===== src/hw/rtl/fpa_pkg.sv =====
package fpa_pkg;

   // Default fraction width of the raw fixed-point values
   localparam int FRAC_BITS_DEFAULT = 8;

   // Operation codes
   localparam logic [3:0] OP_ADD  = 4'd0;
   localparam logic [3:0] OP_SUB  = 4'd1;
   localparam logic [3:0] OP_MUL  = 4'd2;
   localparam logic [3:0] OP_DIV  = 4'd3;
   localparam logic [3:0] OP_GT   = 4'd4;
   localparam logic [3:0] OP_LT   = 4'd5;
   localparam logic [3:0] OP_GE   = 4'd6;
   localparam logic [3:0] OP_LE   = 4'd7;
   localparam logic [3:0] OP_EQ   = 4'd8;
   localparam logic [3:0] OP_NE   = 4'd9;
   localparam logic [3:0] OP_MIN  = 4'd10;
   localparam logic [3:0] OP_MAX  = 4'd11;
   localparam logic [3:0] OP_INC  = 4'd12;
   localparam logic [3:0] OP_DEC  = 4'd13;
   localparam logic [3:0] OP_FINT = 4'd14;
   localparam logic [3:0] OP_TINT = 4'd15;

   // Status codes
   localparam logic [1:0] ST_OK   = 2'd0;
   localparam logic [1:0] ST_SAT  = 2'd1;
   localparam logic [1:0] ST_DIV0 = 2'd2;

   localparam logic signed [31:0] VAL_MAX = 32'sh7fff_ffff;
   localparam logic signed [31:0] VAL_MIN = 32'sh8000_0000;

   typedef struct packed {
      logic [3:0]         req_type;
      logic signed [31:0] operand_a;
      logic signed [31:0] operand_b;
   } fpa_req_type;

   typedef struct packed {
      logic signed [31:0] result_value;
      logic               compare_true;
      logic [1:0]         status;
   } fpa_rsp_type;

   // Side data carried alongside the divider stages
   typedef struct packed {
      logic [3:0]  op;
      fpa_rsp_type simple;
      logic [63:0] prod;
      logic        neg;
      logic        div_zero;
   } fpa_side_type;

endpackage


===== src/hw/rtl/fpa_front.sv =====
module fpa_front #(
   parameter int FRAC_BITS = 8
) (
   input  logic                     clock,
   input  logic                     reset,
   input  logic                     adv,
   input  logic                     in_vld,
   input  fpa_pkg::fpa_req_type     in_req,
   output logic                     out_vld,
   output fpa_pkg::fpa_side_type    out_side,
   output logic [32+FRAC_BITS-1:0]  out_num,
   output logic [31:0]              out_den
);
   import fpa_pkg::*;

   localparam int NW = 32 + FRAC_BITS;

   logic                  vld_ff, vld_in;
   fpa_side_type          side_ff, side_in;
   logic [NW-1:0]         num_ff, num_in;
   logic [31:0]           den_ff, den_in;

   logic signed [31:0] a, b;
   logic signed [32:0] sum, dif, incv, decv;
   logic signed [31:0] fint_top;
   logic [31:0]        mag_a, mag_b;

   // Decode the simple operations and form magnitudes
   always_comb begin
      a        = in_req.operand_a;
      b        = in_req.operand_b;
      sum      = {a[31], a} + {b[31], b};
      dif      = {a[31], a} - {b[31], b};
      incv     = {a[31], a} + 33'sd1;
      decv     = {a[31], a} - 33'sd1;
      fint_top = a >>> (31 - FRAC_BITS);
      mag_a    = a[31] ? 32'(-a) : 32'(a);
      mag_b    = b[31] ? 32'(-b) : 32'(b);

      side_in                     = '0;
      side_in.op                  = in_req.req_type;
      side_in.simple.status       = ST_OK;
      side_in.simple.compare_true = 1'b0;
      side_in.simple.result_value = '0;
      unique case (in_req.req_type)
         OP_ADD, OP_SUB, OP_INC, OP_DEC: begin
            logic signed [32:0] v;
            unique case (in_req.req_type)
               OP_ADD:  v = sum;
               OP_SUB:  v = dif;
               OP_INC:  v = incv;
               default: v = decv;
            endcase
            if (v[32] != v[31]) begin
               side_in.simple.status       = ST_SAT;
               side_in.simple.result_value = v[32] ? VAL_MIN : VAL_MAX;
            end else begin
               side_in.simple.result_value = v[31:0];
            end
         end
         OP_GT: side_in.simple.compare_true = a > b;
         OP_LT: side_in.simple.compare_true = a < b;
         OP_GE: side_in.simple.compare_true = a >= b;
         OP_LE: side_in.simple.compare_true = a <= b;
         OP_EQ: side_in.simple.compare_true = a == b;
         OP_NE: side_in.simple.compare_true = a != b;
         OP_MIN: side_in.simple.result_value = (a < b) ? a : b;
         OP_MAX: side_in.simple.result_value = (a > b) ? a : b;
         OP_FINT: begin
            if (fint_top != '0 && fint_top != '1) begin
               side_in.simple.status       = ST_SAT;
               side_in.simple.result_value = a[31] ? VAL_MIN : VAL_MAX;
            end else begin
               side_in.simple.result_value = a <<< FRAC_BITS;
            end
         end
         OP_TINT: side_in.simple.result_value = a >>> FRAC_BITS;
         default: ;
      endcase
      side_in.prod     = 64'(mag_a) * 64'(mag_b);
      side_in.neg      = a[31] ^ b[31];
      side_in.div_zero = (b == '0);
      num_in           = {mag_a, {FRAC_BITS{1'b0}}};
      den_in           = mag_b;
      vld_in           = in_vld;
   end

   // Advance the stage when the pipe moves
   always_ff @(posedge clock) begin
      if (reset) begin
         vld_ff <= 1'b0;
      end else if (adv) begin
         vld_ff <= vld_in;
      end
      if (adv) begin
         side_ff <= side_in;
         num_ff  <= num_in;
         den_ff  <= den_in;
      end
   end

   assign out_vld  = vld_ff;
   assign out_side = side_ff;
   assign out_num  = num_ff;
   assign out_den  = den_ff;

endmodule


===== config.mk =====
export PLATFORM = sky130hd
export DESIGN_NAME = fpa_front
export DESIGN_NICKNAME = d
export VERILOG_FILES = /design/src/hw/rtl/fpa_pkg.sv /design/src/hw/rtl/fpa_front.sv
export SDC_FILE = /design/constraint.sdc
export NUM_CORES = 2
export LEC_CHECK = 0
export ABC_AREA = 1
export CORE_MARGIN = 2
export CORE_UTILIZATION = 30
export CTS_BUF_LIST = sky130_fd_sc_hd__clkbuf_16
export CTS_CLUSTER_SIZE = 12
export DETAILED_ROUTE_END_ITERATION = 6
export DONT_BUFFER_PORTS = 1
export PLACE_DENSITY = 0.51
export SYNTH_ARGS = -nofsm -noshare
export SYNTH_HDL_FRONTEND = slang
export SYNTH_SLANG_ARGS = --single-unit

===== constraint.sdc =====
create_clock -name clock -period 18.35 [get_ports clock]
set_clock_uncertainty 0.05 [all_clocks]
set_input_delay 2.7525 -clock clock [delete_from_list [all_inputs] [get_ports clock]]
set_output_delay 2.7525 -clock clock [all_outputs]
set_load 0.005 [all_outputs]

==> results.cfg <==
[setup_path]
required_ns = 18.66
arrival_ns = 13.18
cpPeakStageDelay_ns = 1.16
crit_path_max_fanout = 30
end_kind = flop
crit_start = in_req[32]
critPathLaunchType = input port
slowest_stage = inv_1
reg2reg_from = out_vld
crit_type = input port to flop
worst_path_most_repeated_cell = fa_1
rr_worst_depth = 2

[clock_network]
cts_setup_buffers = 0
clock_path_buffers = 2
cts_resized = 0
clk_latency_ns = 0.55
numCtsBuffers = 17
cts-root-buf = clkbuf_16
cts_tree = done
clkSinkCount = 169
cts_hold_buf = 0
cts-htree-levels = 4
clk_pin_slew_ns = 0.08

[place]
gp_congestion = 0.9839
dpl.hpwl_mm = 161.1
place.port_buffers = 0

[detailed_routing]
wl_per_cell_um = 24.39
drtAntennaViolNets = 0
drtIter0Drc = 4073
drt_wl_total_mm = 200.4
vias_per_cell = 5.072
vias = 41670
drc_errors = 0
dr.pass1.iters = 7

[outcome]
status = completed

[global_route]
antenna_found_initial = 4
grt_pass1_vias = 42550
grt_util_all_layers_pct = 24.94
gr-total-overflow = 0
grt_pass1_wl_mm = 295.1
grt_max_degree = 170

[synth]
synth_area_sq_mm = 0.04769
synthCells = 6264
yosysTopAreaCellShare_pct = 37.69
synth_top_area_cell = fa_1
avgSynthCellArea_sq_um = 7.614
synth_area_leaders = fa_1 (38%), nand2_1 (12%), inv_1 (11%), edfxtp_1 (11%), ha_1 (8.7%)
ys_ff_latch = 169
ys_warn_count = 0
ys_seq_area_share_pct = 10.62
async_flop_share_pct = 0
ys.flop_type = edfxtp_1
synth_edf_count = 168
synth_cell_types = 56

[die]
rows = 146
dieArea_sq_mm = 0.1622
core_sq_mm = 0.1582
die_w_um = 402.7
start_util_pct = 30.15
die_h_um = 402.7
ioPinCount = 250

[sta]
setup_viol = 0
fin_crit_sh_pct = 70.13
slew_headroom_pct = 11.59
layout_min_cycle_time_ns = 12.87
tns_ns = 0
fmax_mhz = 77.71
hold_viol = 0
hold_slack_ns = 0.4868
slew_violations = 0
rsz0062_at_grt = no
tightest_slew_ns = 1.323

[cells_and_area]
fillers = 17040
final_common_cell = nand2_1
final_cell_mix = nand2_1 (1463), inv_1 (1381), fa_1 (898)
final_nets = 7429
drive_gt1_share_pct = 3.256
regArea_sq_mm = 0.005065
antenna_cells = 0
multi_input_area_sq_mm = 0.03634
area_growth_pct = 5.874

[job]
drv_cap = 0

[worst_hold_path]
min_path_cells = 2
worstHoldPathType = flop to flop
hp-start = out_vld
## logic make-up (layout without fill, tap and decap cells)
logic type / Yosys count / after routing / synth area share, %
AO/OA/AOI/OAI: 424 / 424 / 4.943
other: 1 / 9 / 0.007863
flip-flops: 169 / 169 / 10.62
adder cells (fa/ha/maj): 1228 / 1228 / 46.35
AND/OR/NAND/NOR: 2691 / 2691 / 22.80
multiplexers: 2 / 2 / 0.04198
buffers and inverters: 1656 / 1526 / 13.46
XOR/XNOR: 93 / 93 / 1.779
## state kept, by name (all words and copies together), names as in the netlist
register	cells
out_den	32
out_num	32
out_side	104
out_vld	1
## critical path: cells and delay by family
family | cells | cell delay [ns]
XOR/XNOR | 2 | 0.40
adder cells (fa/ha/maj) | 10 | 4.95
AND/OR/NAND/NOR | 10 | 2.71
buffers and inverters | 8 | 2.20
AO/OA/AOI/OAI | 1 | 0.11
## path summary, 6_finish.rpt
path | endpoint | slack, ns
min reg2reg | out_vld | 0.49
max | out_side[51] | 5.48
min | out_vld | 0.49
max reg2reg | out_vld | 17.70
## metrics by stage
| step | std cells | worst slack (ns) | utilization, % | area [sq um] |
|---|---|---|---|---|
| 3_3_place_gp | 8182 | 5.095 | 31.54 | 49890 |
| 5_1_grt | 8214 | 5.231 | 31.92 | 50490 |
| 6_report | 8214 | 5.482 | 31.92 | 50490 |
| 2_1_floorplan | 6272 | 7.271 | - | 47720 |
| 4_1_cts | 8214 | 5.626 | 31.92 | 50490 |
| 3_5_place_dp | 8182 | 5.061 | 31.54 | 49890 |
## metal layers
layer  vias to the layer above  GRT usage (%)  wire (um)
met1                     21000          35.12      87760
met4                         2          7.129       5803
met5                         -              0          7
met2                      2031          38.54      88340
met3                       260          5.214      18460
li1                      18370              -          -
## layout make-up
type,instances,area share (%)
Sequential cell,169,10.03
Tap cell,2072,5.134
Multi-Input combinational cell,4447,71.98
Clock buffer,17,0.8425
Inverter,1419,10.55
Timing Repair Buffer,75,1.115
Clock inverter,15,0.3519
## cell usage after synthesis (7+ instances only)
cell type / n
a21o_1: 18
a21oi_1: 175
a22oi_1: 15
a31oi_1: 16
and3_1: 7
buf_1: 15
buf_2: 68
buf_4: 25
clkbuf_1: 126
clkinv_1: 7
edfxtp_1: 168
fa_1: 898
ha_1: 330
inv_1: 1381
inv_2: 31
nand2_1: 1464
nand2_2: 9
nand3_1: 271
nand4_1: 41
nor2_1: 801
nor2_2: 14
nor3_1: 41
nor4_1: 14
o21ai_0: 146
o21bai_1: 26
xnor2_1: 21
xor2_1: 69
Power is not shown: default switching activity piles up to over one toggle a cycle in this logic, so the estimate is an artifact.
