**src/hw/rtl/fpa_pkg.sv**
```systemverilog
package fpa_pkg;

   // Default fraction width of the raw fixed-point values
   localparam int FRAC_BITS_DEFAULT = 8;

   // Operation codes
   localparam logic [3:0] OP_ADD  = 4'd0;
   localparam logic [3:0] OP_SUB  = 4'd1;
   localparam logic [3:0] OP_MUL  = 4'd2;
   localparam logic [3:0] OP_DIV  = 4'd3;
   localparam logic [3:0] OP_GT   = 4'd4;
   localparam logic [3:0] OP_LT   = 4'd5;
   localparam logic [3:0] OP_GE   = 4'd6;
   localparam logic [3:0] OP_LE   = 4'd7;
   localparam logic [3:0] OP_EQ   = 4'd8;
   localparam logic [3:0] OP_NE   = 4'd9;
   localparam logic [3:0] OP_MIN  = 4'd10;
   localparam logic [3:0] OP_MAX  = 4'd11;
   localparam logic [3:0] OP_INC  = 4'd12;
   localparam logic [3:0] OP_DEC  = 4'd13;
   localparam logic [3:0] OP_FINT = 4'd14;
   localparam logic [3:0] OP_TINT = 4'd15;

   // Status codes
   localparam logic [1:0] ST_OK   = 2'd0;
   localparam logic [1:0] ST_SAT  = 2'd1;
   localparam logic [1:0] ST_DIV0 = 2'd2;

   localparam logic signed [31:0] VAL_MAX = 32'sh7fff_ffff;
   localparam logic signed [31:0] VAL_MIN = 32'sh8000_0000;

   typedef struct packed {
      logic [3:0]         req_type;
      logic signed [31:0] operand_a;
      logic signed [31:0] operand_b;
   } fpa_req_type;

   typedef struct packed {
      logic signed [31:0] result_value;
      logic               compare_true;
      logic [1:0]         status;
   } fpa_rsp_type;

   // Side data carried alongside the divider stages
   typedef struct packed {
      logic [3:0]  op;
      fpa_rsp_type simple;
      logic [63:0] prod;
      logic        neg;
      logic        div_zero;
   } fpa_side_type;

endpackage

```
**src/hw/rtl/fpa_back.sv**
```systemverilog
module fpa_back #(
   parameter int FRAC_BITS = 8
) (
   input  logic                     clock,
   input  logic                     reset,
   input  logic                     adv,
   input  logic                     in_vld,
   input  fpa_pkg::fpa_side_type    in_side,
   input  logic [32+FRAC_BITS-1:0]  in_quo,
   input  logic [31:0]              in_rem,
   input  logic [31:0]              in_den,
   output logic                     out_vld,
   output fpa_pkg::fpa_rsp_type     out_rsp
);
   import fpa_pkg::*;

   localparam logic [63:0] HALF = 64'(1) << (FRAC_BITS - 1);

   logic          vld_ff, vld_in;
   fpa_rsp_type   rsp_ff, rsp_in;
   logic          round_up;
   logic [63:0]   mag;

   // Round, apply sign and saturate the multiply or divide result
   always_comb begin
      round_up = {in_rem, 1'b0} >= {1'b0, in_den};
      if (in_side.op == OP_MUL) begin
         mag = (in_side.prod + HALF) >> FRAC_BITS;
      end else begin
         mag = 64'(in_quo) + 64'(round_up);
      end

      rsp_in = in_side.simple;
      if (in_side.op == OP_MUL || in_side.op == OP_DIV) begin
         rsp_in.compare_true = 1'b0;
         priority if (in_side.op == OP_DIV && in_side.div_zero) begin
            rsp_in.result_value = '0;
            rsp_in.status       = ST_DIV0;
         end else if (in_side.neg && mag > 64'h8000_0000) begin
            rsp_in.result_value = VAL_MIN;
            rsp_in.status       = ST_SAT;
         end else if (!in_side.neg && mag > 64'h7fff_ffff) begin
            rsp_in.result_value = VAL_MAX;
            rsp_in.status       = ST_SAT;
         end else begin
            rsp_in.result_value = in_side.neg ? -mag[31:0] : mag[31:0];
            rsp_in.status       = ST_OK;
         end
      end
      vld_in = in_vld;
   end

   // Hold the result until taken
   always_ff @(posedge clock) begin
      if (reset) begin
         vld_ff <= 1'b0;
      end else if (adv) begin
         vld_ff <= vld_in;
      end
      if (adv) begin
         rsp_ff <= rsp_in;
      end
   end

   assign out_vld = vld_ff;
   assign out_rsp = rsp_ff;

endmodule

```
**config.mk**
```make
export PLATFORM = sky130hd
export DESIGN_NAME = fpa_back
export DESIGN_NICKNAME = d
export VERILOG_FILES = /design/src/hw/rtl/fpa_pkg.sv /design/src/hw/rtl/fpa_back.sv
export SDC_FILE = /design/constraint.sdc
export NUM_CORES = 1
export LEC_CHECK = 0
export ABC_AREA = 1
export BUFFER_PORTS_ARGS = -buffer_cell sky130_fd_sc_hd__buf_2
export CORE_ASPECT_RATIO = 0.75
export CORE_UTILIZATION = 51
export DETAILED_ROUTE_END_ITERATION = 8
export GPL_ROUTABILITY_DRIVEN = 0
export GPL_TIMING_DRIVEN = 1
export PLACE_DENSITY = 0.8
export SLEW_MARGIN = 20
export SYNTH_ARGS = -nofsm -noshare
export SYNTH_HDL_FRONTEND = slang
export SYNTH_SLANG_ARGS = --single-unit
```
**constraint.sdc**
```tcl
create_clock -name clock -period 10.46 [get_ports clock]
set_input_delay 0.523 -clock clock [delete_from_list [all_inputs] [get_ports clock]]
set_output_delay 0.523 -clock clock [all_outputs]
set_load 0.02 [all_outputs]
```
==> reports/metrics.cfg, run 1 <==
[routing]
vias = 9966
drc = 0
wirelength_um = 25310
dr.pass1.iters = 7
drt_iter0_markers = 967
ant_nets = 0
via_per_inst = 5.378
post_drt_wl_per_cell_um = 13.66

[yosys]
synth_top_area_cell = nand2_1
ys_ff_latch = 36
synthFlopType = edfxtp_1
syn_inst = 1422
postSynthNetCount = 1671
ys_async_sr_fraction = 0
synth_commonest_cells = nand2_1, nor2_1, inv_1
yosys_warnings = 0
yosysMostFrequentCell = nand2_1
syn_area_per_cell_um2 = 5.317
yosysSeqAreaShare = 0.1417
ys_top_cells_by_area = nand2_1, edfxtp_1, nand3_1
yosysTopAreaCellShare = 0.3003
synth_edf_count = 35
syn_area_um2 = 7561
synth.distinct_cells = 41

[clock_network]
hold_buffers = 0
cts_tree = yes
path_clk_slew_ns = 0.06
cts_root_buf = clkbuf_16
cts.sinks = 36
cts_buffers = 5
h-tree-depth = 2
cts_setup_buffers = 0
clock_latency_ns = 0.28
cts.repair.resized = 0
clk_path_buf_depth = 2

[timing]
clock_skew_ns = 0
slew_viol_final = 0
worstMarginPinSlew_ns = 0.8035
fmax_ghz = 0.2027
final.setup.tns_ns = 0
hold_viol = 0
post-route-period-util = 0.4716
timing.hold.ws_ns = 0.3943
slew_headroom = 0.4643
setup_violations = 0
grt_setup_unrepaired = no
layout_min_cycle_time_ns = 4.932

[layout]
finalNetCount = 1899
nFillCells = 1502
final_cell_area_um2 = 9015
ff_latch_area_um2 = 1071
fin_util = 0.6237
drive_above_1_share = 0.1884
multi_input_area_um2 = 5678
area_delta_synth_final_pct = 19.23
final_cells = 1853

[power_and_ir_drop]
powerDensity_nw_per_um2 = 64.21
cellLeakagePower_nw = 4.835
ir_drop_mv = 0.06828

[floorplan]
die_x_um = 142.6
die_h_um = 107.4
dieArea_um2 = 15320
start_util = 0.5231
core_um2 = 14450
row_count = 38
ioPinCount = 249

[global_route]
grt-ovfl-total = 0
grt_antenna_before_repair = 2
grt_pass1_vias = 8859
grt_pass1_wl_um = 40580
grt_start_max_net_pins = 44
grt_usage = 0.3332

[status]
status = complete, no violations

[placed_design]
postPlaceCellArea_um2 = 8866
io_buffer_count = 241
place_hpwl_um = 21490
placed_cells = 1843

[worst_hold_path]
min_path_type = input pin to register

[worst_setup_path]
cp_max_fo = 33
setup.worst_path.start_class = input pin
r2r_setup_slack_ns = 9.88
endpoint_kind = register
arrival_ns = 4.97
crit_required_ns = 10.49
path_class = input pin to register

[flow_run]
maxCapViolCount = 0

## through the flow
stage / setup slack, ns / total power [mW]
after floorplan: 6.418 / 0.3332
after global placement: 5.386 / 0.4252
after detailed placement: 5.296 / 0.4300
after CTS: 5.580 / 0.5767
after global routing: 5.032 / 0.6185
final: 5.528 / 0.5789
## worst max-delay path, stage by stage
cell and delay [ns]:
buf_2 0.10, ha_1 0.26, inv_1 0.04, nor2_1 0.11, inv_1 0.07, nor3_1 0.20, and3_1 0.21, nand3_1 0.07
o211ai_1 0.20, ha_1 0.41, ha_1 0.38, nand2_1 0.18, nor2_4 0.23, nand2_1 0.13, nor2_1 0.27, xor2_1 0.12
nand2_1 0.14, nand2_1 0.11, nor2_1 0.13, nand2_2 0.09, nor2_4 0.14, nand2_2 0.09, nor2_2 0.12, nand3_2 0.10
nand3_4 0.29, nand2_1 0.10, nand2_1 0.08, nand2_1 0.05
## metal layers
layer / track usage / part of all wire / vias up
met1: 0.4487 / 0.42 / 4344
met2: 0.5413 / 0.43 / 592
met4: 0.08602 / 0.023 / 0
li1: - / - / 4977
met3: 0.06628 / 0.13 / 53
met5: 0 / 0 / -
## cells by family (layout without fill, tap and decap cells)
| logic type | count (synthesis) | count (layout) | synth area share |
|---|---|---|---|
| flops | 36 | 36 | 0.1417 |
| compound gates | 56 | 56 | 0.04303 |
| mux | 1 | 1 | 0.001324 |
| simple gates | 1072 | 1072 | 0.6134 |
| other cells | 0 | 2 | 0 |
| xor+xnor | 29 | 29 | 0.03359 |
| buf+inv | 192 | 421 | 0.1074 |
| fa+ha+maj | 36 | 36 | 0.05957 |
## layout by cell type, fill, tap and decap left out, drive strengths merged, types with 5 or more instances in the layout
| master | count |
|---|---|
| xor2 | 16 |
| xnor2 | 13 |
| nand3b | 12 |
| o21bai | 7 |
| nand2 | 623 |
| a21oi | 22 |
| buf | 245 |
| nor2 | 226 |
| clkbuf | 5 |
| edfxtp | 35 |
| ha | 36 |
| nand4 | 39 |
| nand3 | 164 |
| o21ai | 20 |
| inv | 168 |
| nor3 | 5 |
## path summary, 6_finish.rpt
path | cells after the start | endpoint | from
worst max-delay path | 28 | out_rsp[0] | in_rem[30]
worst min-delay path | 2 | out_vld | reset
worst max register to register | 2 | out_vld | out_vld
worst min register to register | 2 | out_vld | out_vld
## where the power goes
group / total [mW] / leakage (nW) / switching (mW) / internal, mW
clock network: 0.145 / 0.0736 / 0.0577 / 0.0877
logic: 0.257 / 4.41 / 0.165 / 0.0927
registers: 0.176 / 0.350 / 0.00279 / 0.173
## registers in the layout, indices dropped and copies added (netlist names)
name / count
out_rsp: 35
out_vld: 1
## cell type report
type / count / share of cell area
Clock inverter: 3 / 0.002082
Antenna cell: 2 / 0.0005552
Inverter: 168 / 0.06995
Multi-Input combinational cell: 1194 / 0.6298
Timing Repair Buffer: 245 / 0.1371
Sequential cell: 36 / 0.1188
Tap cell: 200 / 0.02776
Clock buffer: 5 / 0.01388
Note: power is estimated with default switching activity, not from simulation.
==> run 2: changes to the inputs <==
==> constraint.sdc (replaced) <==
create_clock -name clock -period 4.8 [get_ports clock]
set_input_delay 0.24 -clock clock [delete_from_list [all_inputs] [get_ports clock]]
set_output_delay 0.24 -clock clock [all_outputs]
set_load 0.02 [all_outputs]
==> run 2 against run 1 <==
Sequential power increased by 120%; register-to-register slack worse by 5.7 ns; combinational power up 120%; die area did not move; global-route usage is essentially flat; via count down 2.1%; hold slack worse by 0.28 ns; setup slack worse by 5.0 ns; wire length fell by 0.55%; clock power grew 120%; sequential cell count stayed put; largest cell class unchanged.
==> reports/metrics.cfg, run 2 (synthesis results as in run 1) <==
[placed_design]
postPlaceCellArea_um2 = 8896  ; +0.34%
place_hpwl_um = 21870  ; +1.8%
dp_slack_ns = 0.3118  ; -4.984 ns
io_buffer_count = 241  ; unchanged
placed_cells = 1847  ; +0.22%

[status]
status = complete, no violations

[worst_setup_path]
crit_family = simple AND/OR/NAND/NOR gates
cp.depth = 29  ; +3.6%
cp_common_cell = nand2_1
arrival_ns = 4.28  ; -0.69 ns
r2r_setup_slack_ns = 4.18  ; -5.70 ns
crit_slowest_cell = ha_1
path_class = input pin to register
cpPeakStageDelay_ns = 0.30  ; -0.11 ns
cp_max_fo = 33  ; unchanged
setup.worst_path.start_class = input pin
reg2reg_depth = 2  ; unchanged
cp_num_buf_inv = 4  ; +1
crit_required_ns = 4.84  ; -5.65 ns
endpoint_kind = register

[timing]
slew_headroom = 0.4722  ; +0.007887
hold_viol = 0  ; unchanged
worstMarginPinSlew_ns = 0.7917  ; -0.01183 ns
clock_skew_ns = 0  ; unchanged
setup_ws_ns = 0.5530  ; -4.974 ns
fmax_ghz = 0.2355
final.setup.tns_ns = 0  ; unchanged
grt_setup_unrepaired = no
setup_violations = 0  ; unchanged
layout_min_cycle_time_ns = 4.247
timing.hold.ws_ns = 0.1101  ; -0.2842 ns
post-route-period-util = 0.8848
slew_viol_final = 0  ; unchanged

[power_and_ir_drop]
powerDensity_nw_per_um2 = 139.4  ; +120%
cellLeakagePower_nw = 4.855  ; +0.41%
power_mw = 1.261  ; +120%
ir_drop_mv = 0.1289  ; +89%

[floorplan]
core_um2 = 14450  ; unchanged
row_count = 38  ; unchanged
die_h_um = 107.4  ; unchanged
start_util = 0.5231  ; unchanged
ioPinCount = 249  ; unchanged
die_x_um = 142.6  ; unchanged
dieArea_um2 = 15320  ; unchanged

[routing]
dr.pass1.iters = 6  ; -1
drt_iter0_markers = 842  ; -13%
post_drt_wl_per_cell_um = 13.56  ; -0.76%
via_per_inst = 5.255  ; -2.3%
wirelength_um = 25170  ; -0.55%
ant_nets = 0  ; unchanged
drc = 0  ; unchanged
vias = 9759  ; -2.1%

[layout]
fin_util = 0.6258  ; +0.002077
largest_reg_flops = 35  ; unchanged
final_cell_area_um2 = 9045  ; +0.33%
final_cells = 1857  ; +0.22%
area_delta_synth_final_pct = 19.63
nFillCells = 1489  ; -0.87%
finalNetCount = 1903  ; +0.21%
layout_common_cells = nand2_1, buf_2, nor2_1
drive_above_1_share = 0.1903  ; +0.001962
layout_commonest_cell = nand2_1

[global_route]
grt_pass1_vias = 8856  ; -0.034%
grt_antenna_before_repair = 2  ; unchanged
grt_pass1_wl_um = 40680  ; +0.26%
grt_start_max_net_pins = 37  ; -16%
grt-ovfl-total = 0  ; unchanged
grt_usage = 0.3331  ; about the same

[clock_network]
cts_buffers = 5  ; unchanged
cts_tree = yes
clock_latency_ns = 0.28  ; about the same
clk_path_buf_depth = 2  ; unchanged
cts_root_buf = clkbuf_16
cts_setup_buffers = 0  ; unchanged
path_clk_slew_ns = 0.06  ; about the same
cts.sinks = 36  ; unchanged
hold_buffers = 0  ; unchanged
h-tree-depth = 2  ; unchanged
cts.repair.resized = 0  ; unchanged

[worst_hold_path]
hold_depth = 2  ; unchanged
min_path_type = input pin to register

[flow_run]
maxCapViolCount = 0  ; unchanged

run 2: worst paths after layout:
kind / from / end
max reg2reg: out_vld / out_vld
min: reset / out_vld
max: in_den[31] / out_rsp[0]
min reg2reg: out_vld / out_vld
run 2: final cells by class:
type | instances | area [µm²] | area share
Inverter | 168 | 630.6 | 0.06972
Clock inverter | 3 | 18.77 | 0.002075
Timing Repair Buffer | 249 | 1266 | 0.1400
Tap cell | 200 | 250.2 | 0.02767
Multi-Input combinational cell | 1194 | 5678 | 0.6278
Sequential cell | 36 | 1071 | 0.1184
Antenna cell | 2 | 5.005 | 0.0005533
Clock buffer | 5 | 125.1 | 0.01383
run 2: worst reg2reg max path, stage by stage (launching register included):
cell and delay (ns):
dfxtp_1 0.31, mux2i_1 0.15, nor2_1 0.06
run 2: report_power, final:
part | switching (mW) | internal (mW) | leakage (nW)
combinational | 0.361 | 0.204 | 4.43
clock | 0.121 | 0.191 | 0.0736
sequential | 0.00609 | 0.378 | 0.350
total | 0.488 | 0.773 | 4.86
run 2: per-layer routing:
layer | part of all wire | global-route usage | up-vias
met4 | 0.022 | 0.07680 | 0
met3 | 0.13 | 0.06806 | 42
met1 | 0.42 | 0.4509 | 4250
li1 | - | - | 4968
met2 | 0.43 | 0.5410 | 499
met5 | 0 | 0 | -
==> run 3: changes to the inputs <==
--- a/config.mk
+++ b/config.mk
@@ -7,12 +7,11 @@
 export LEC_CHECK = 0
 export ABC_AREA = 1
 export BUFFER_PORTS_ARGS = -buffer_cell sky130_fd_sc_hd__buf_2
-export CORE_ASPECT_RATIO = 0.75
-export CORE_UTILIZATION = 51
+export CORE_UTILIZATION = 53
 export DETAILED_ROUTE_END_ITERATION = 8
 export GPL_ROUTABILITY_DRIVEN = 0
 export GPL_TIMING_DRIVEN = 1
-export PLACE_DENSITY = 0.8
+export PLACE_DENSITY = 0.83
 export SLEW_MARGIN = 20
 export SYNTH_ARGS = -nofsm -noshare
 export SYNTH_HDL_FRONTEND = slang
==> run 3 against run 2 <==
Wire length fell by 2.0%; sequential share of layout area about the same; maximum frequency down 2.5%; cell count is 1.2% lower; clock-buffer cell count did not move; critical path depth down 1; critical path type unchanged; highest routed layer is now met5.
==> reports/metrics.cfg, run 3 (synthesis results as in run 1) <==
[status]
status = complete, no violations

[worst_setup_path]
crit_required_ns = 4.83  ; about the same
critPathLaunch = in_rem[30]
crit_slowest_cell = and3_1
endpoint = out_rsp[25]
cp.depth = 28  ; -3.4%
setup.worst_path.start_class = input pin
cp_common_cell = nand2_1
r2r-end = out_vld
rr_startpoint = out_vld
cp_num_buf_inv = 4  ; unchanged
path_class = input pin to register
crit_family = simple AND/OR/NAND/NOR gates
reg2reg_depth = 2  ; unchanged
arrival_ns = 4.39  ; +0.11 ns
cp_max_fo = 25  ; -24%
endpoint_kind = register
r2r_setup_slack_ns = 4.21  ; +0.03 ns
cpPeakStageDelay_ns = 0.29  ; about the same

[power_and_ir_drop]
ir_drop_mv = 0.1702  ; +32%
switching_share = 0.3853  ; -0.001658
clkPwrFrac = 0.248  ; about the same
power_frac_seq = 0.306  ; about the same
power.internal_mw = 0.7726  ; about the same
p_sw_mw = 0.4842  ; -0.73%
power_mw = 1.257  ; -0.30%
cellLeakagePower_nw = 4.851  ; about the same
powerDensity_nw_per_um2 = 139.5  ; about the same
combPwrFrac = 0.446  ; -0.002

[routing]
wl_met3_um = 2751  ; -16%
topRoutingLayerUsed = met5
ant_nets = 0  ; unchanged
via_per_inst = 5.383  ; +2.4%
dr.pass1.iters = 6  ; unchanged
wirelength_um = 24680  ; -2.0%
wl_met2_um = 11280  ; +5.1%
drc = 0  ; unchanged
vias = 9877  ; +1.2%
route.layer.met1.wl_um = 9789  ; -7.7%
post_drt_wl_per_cell_um = 13.45  ; -0.77%
drt_iter0_markers = 832  ; -1.2%

[clock_network]
cts_setup_buffers = 0  ; unchanged
cts.sinks = 36  ; unchanged
clk_path_buf_depth = 2  ; unchanged
h-tree-depth = 2  ; unchanged
cts_buffers = 5  ; unchanged
cts.repair.resized = 0  ; unchanged
hold_buffers = 0  ; unchanged
cts_tree = yes
clock_latency_ns = 0.28  ; about the same
path_clk_slew_ns = 0.06  ; about the same
cts_root_buf = clkbuf_16

[layout]
drive_above_1_share = 0.1898  ; -0.0004895
layout_commonest_cell = nand2_1
finalNetCount = 1902  ; -0.053%
area_delta_synth_final_pct = 19.16
largest_reg_flops = 35  ; unchanged
nFillCells = 1394  ; -6.4%
layout_common_cells = nand2_1, buf_2, nor2_1

[timing]
fmax_ghz = 0.2295  ; -2.5%
hold_viol = 0  ; unchanged
layout_min_cycle_time_ns = 4.357  ; +0.1103 ns
slew_viol_final = 0  ; unchanged
clock_skew_ns = 0  ; unchanged
final.setup.tns_ns = 0  ; unchanged
setup_violations = 0  ; unchanged
worstMarginPinSlew_ns = 0.8185  ; +0.02679 ns
post-route-period-util = 0.9078  ; +0.02298
grt_setup_unrepaired = no
slew_headroom = 0.4544  ; -0.01786

[placed_design]
io_buffer_count = 241  ; unchanged
place_hpwl_um = 21010  ; -4.0%

[global_route]
grt_pass1_wl_um = 39850  ; -2.1%
grt_pass1_vias = 8807  ; -0.55%
grt_antenna_before_repair = 2  ; unchanged
grt_usage = 0.3356  ; +0.002465
grt-ovfl-total = 0  ; unchanged
grt_start_max_net_pins = 40  ; +8.1%

[floorplan]
die_h_um = 121.4  ; +13%
die_x_um = 121.4  ; -15%
start_util = 0.5447  ; +0.02160
row_count = 43  ; +13%
core_um2 = 13880  ; -4.0%
dieArea_um2 = 14750  ; -3.7%
ioPinCount = 249  ; unchanged

[flow_run]
maxCapViolCount = 0  ; unchanged

[worst_hold_path]
min_path_type = input pin to register

[run 3: cell count changes in the layout (fill, tap and decap cells not counted), sizes merged]
cell   change
diode      -1
buf        -1
[run 3: worst min-delay path by stage]
stage	from	end	slack (ns)	depth (start not counted)
2_1_floorplan	reset	out_vld	0.31	1
5_1_grt	reset	out_vld	0.11	2
6_report	reset	out_vld	0.11	2
3_5_place_dp	reset	out_vld	0.40	2
4_1_cts	reset	out_vld	0.11	2
3_3_place_gp	reset	out_vld	0.40	2
[run 3: layout make-up]
type | count | area, µm² | area share
diodes | 1 | 2.502 | 0.0002777
clock buffers | 5 | 125.1 | 0.01389
clock inverters | 3 | 18.77 | 0.002083
inverters | 168 | 630.6 | 0.06999
multi-input cells | 1194 | 5678 | 0.6302
flip-flops and latches | 36 | 1071 | 0.1189
well taps | 180 | 225.2 | 0.02500
repair buffers | 248 | 1259 | 0.1397
[run 3: per-stage QoR]
stage,worst slack (ns),hold WS (ns),cells,area [µm²],utilization
global placement,0.3024,0.3974,1826,8864,0.6385
floorplan,1.041,0.3124,1422,7561,-
finish,0.4427,0.1124,1835,9010,0.6491
detailed placement,0.1759,0.4040,1826,8864,0.6385
global route,0.007394,0.1074,1835,9010,0.6491
CTS,0.4506,0.1123,1834,9007,0.6489
[run 3: worst reg2reg max path, delay by kind of cell, from the launching register on]
family / cells / cell delay (ns)
mux: 1 / 0.13
flops: 1 / 0.30
simple gates: 1 / 0.05
[run 3: power by group through the flow]
stage	Clock [mW]	Sequential, mW	Combinational [mW]
global route	0.327	0.387	0.626
global placement	0	0.389	0.540
finish	0.312	0.384	0.560
detailed placement	0	0.391	0.549
CTS	0.314	0.384	0.553
floorplan	0	0.429	0.297
[run 3: layer usage]
metal | up-vias | GRT usage
met2 | 524 | 0.5625
met5 | - | 0
met1 | 4319 | 0.4319
li1 | 4968 | -
met4 | 2 | 0.1173
met3 | 64 | 0.05451
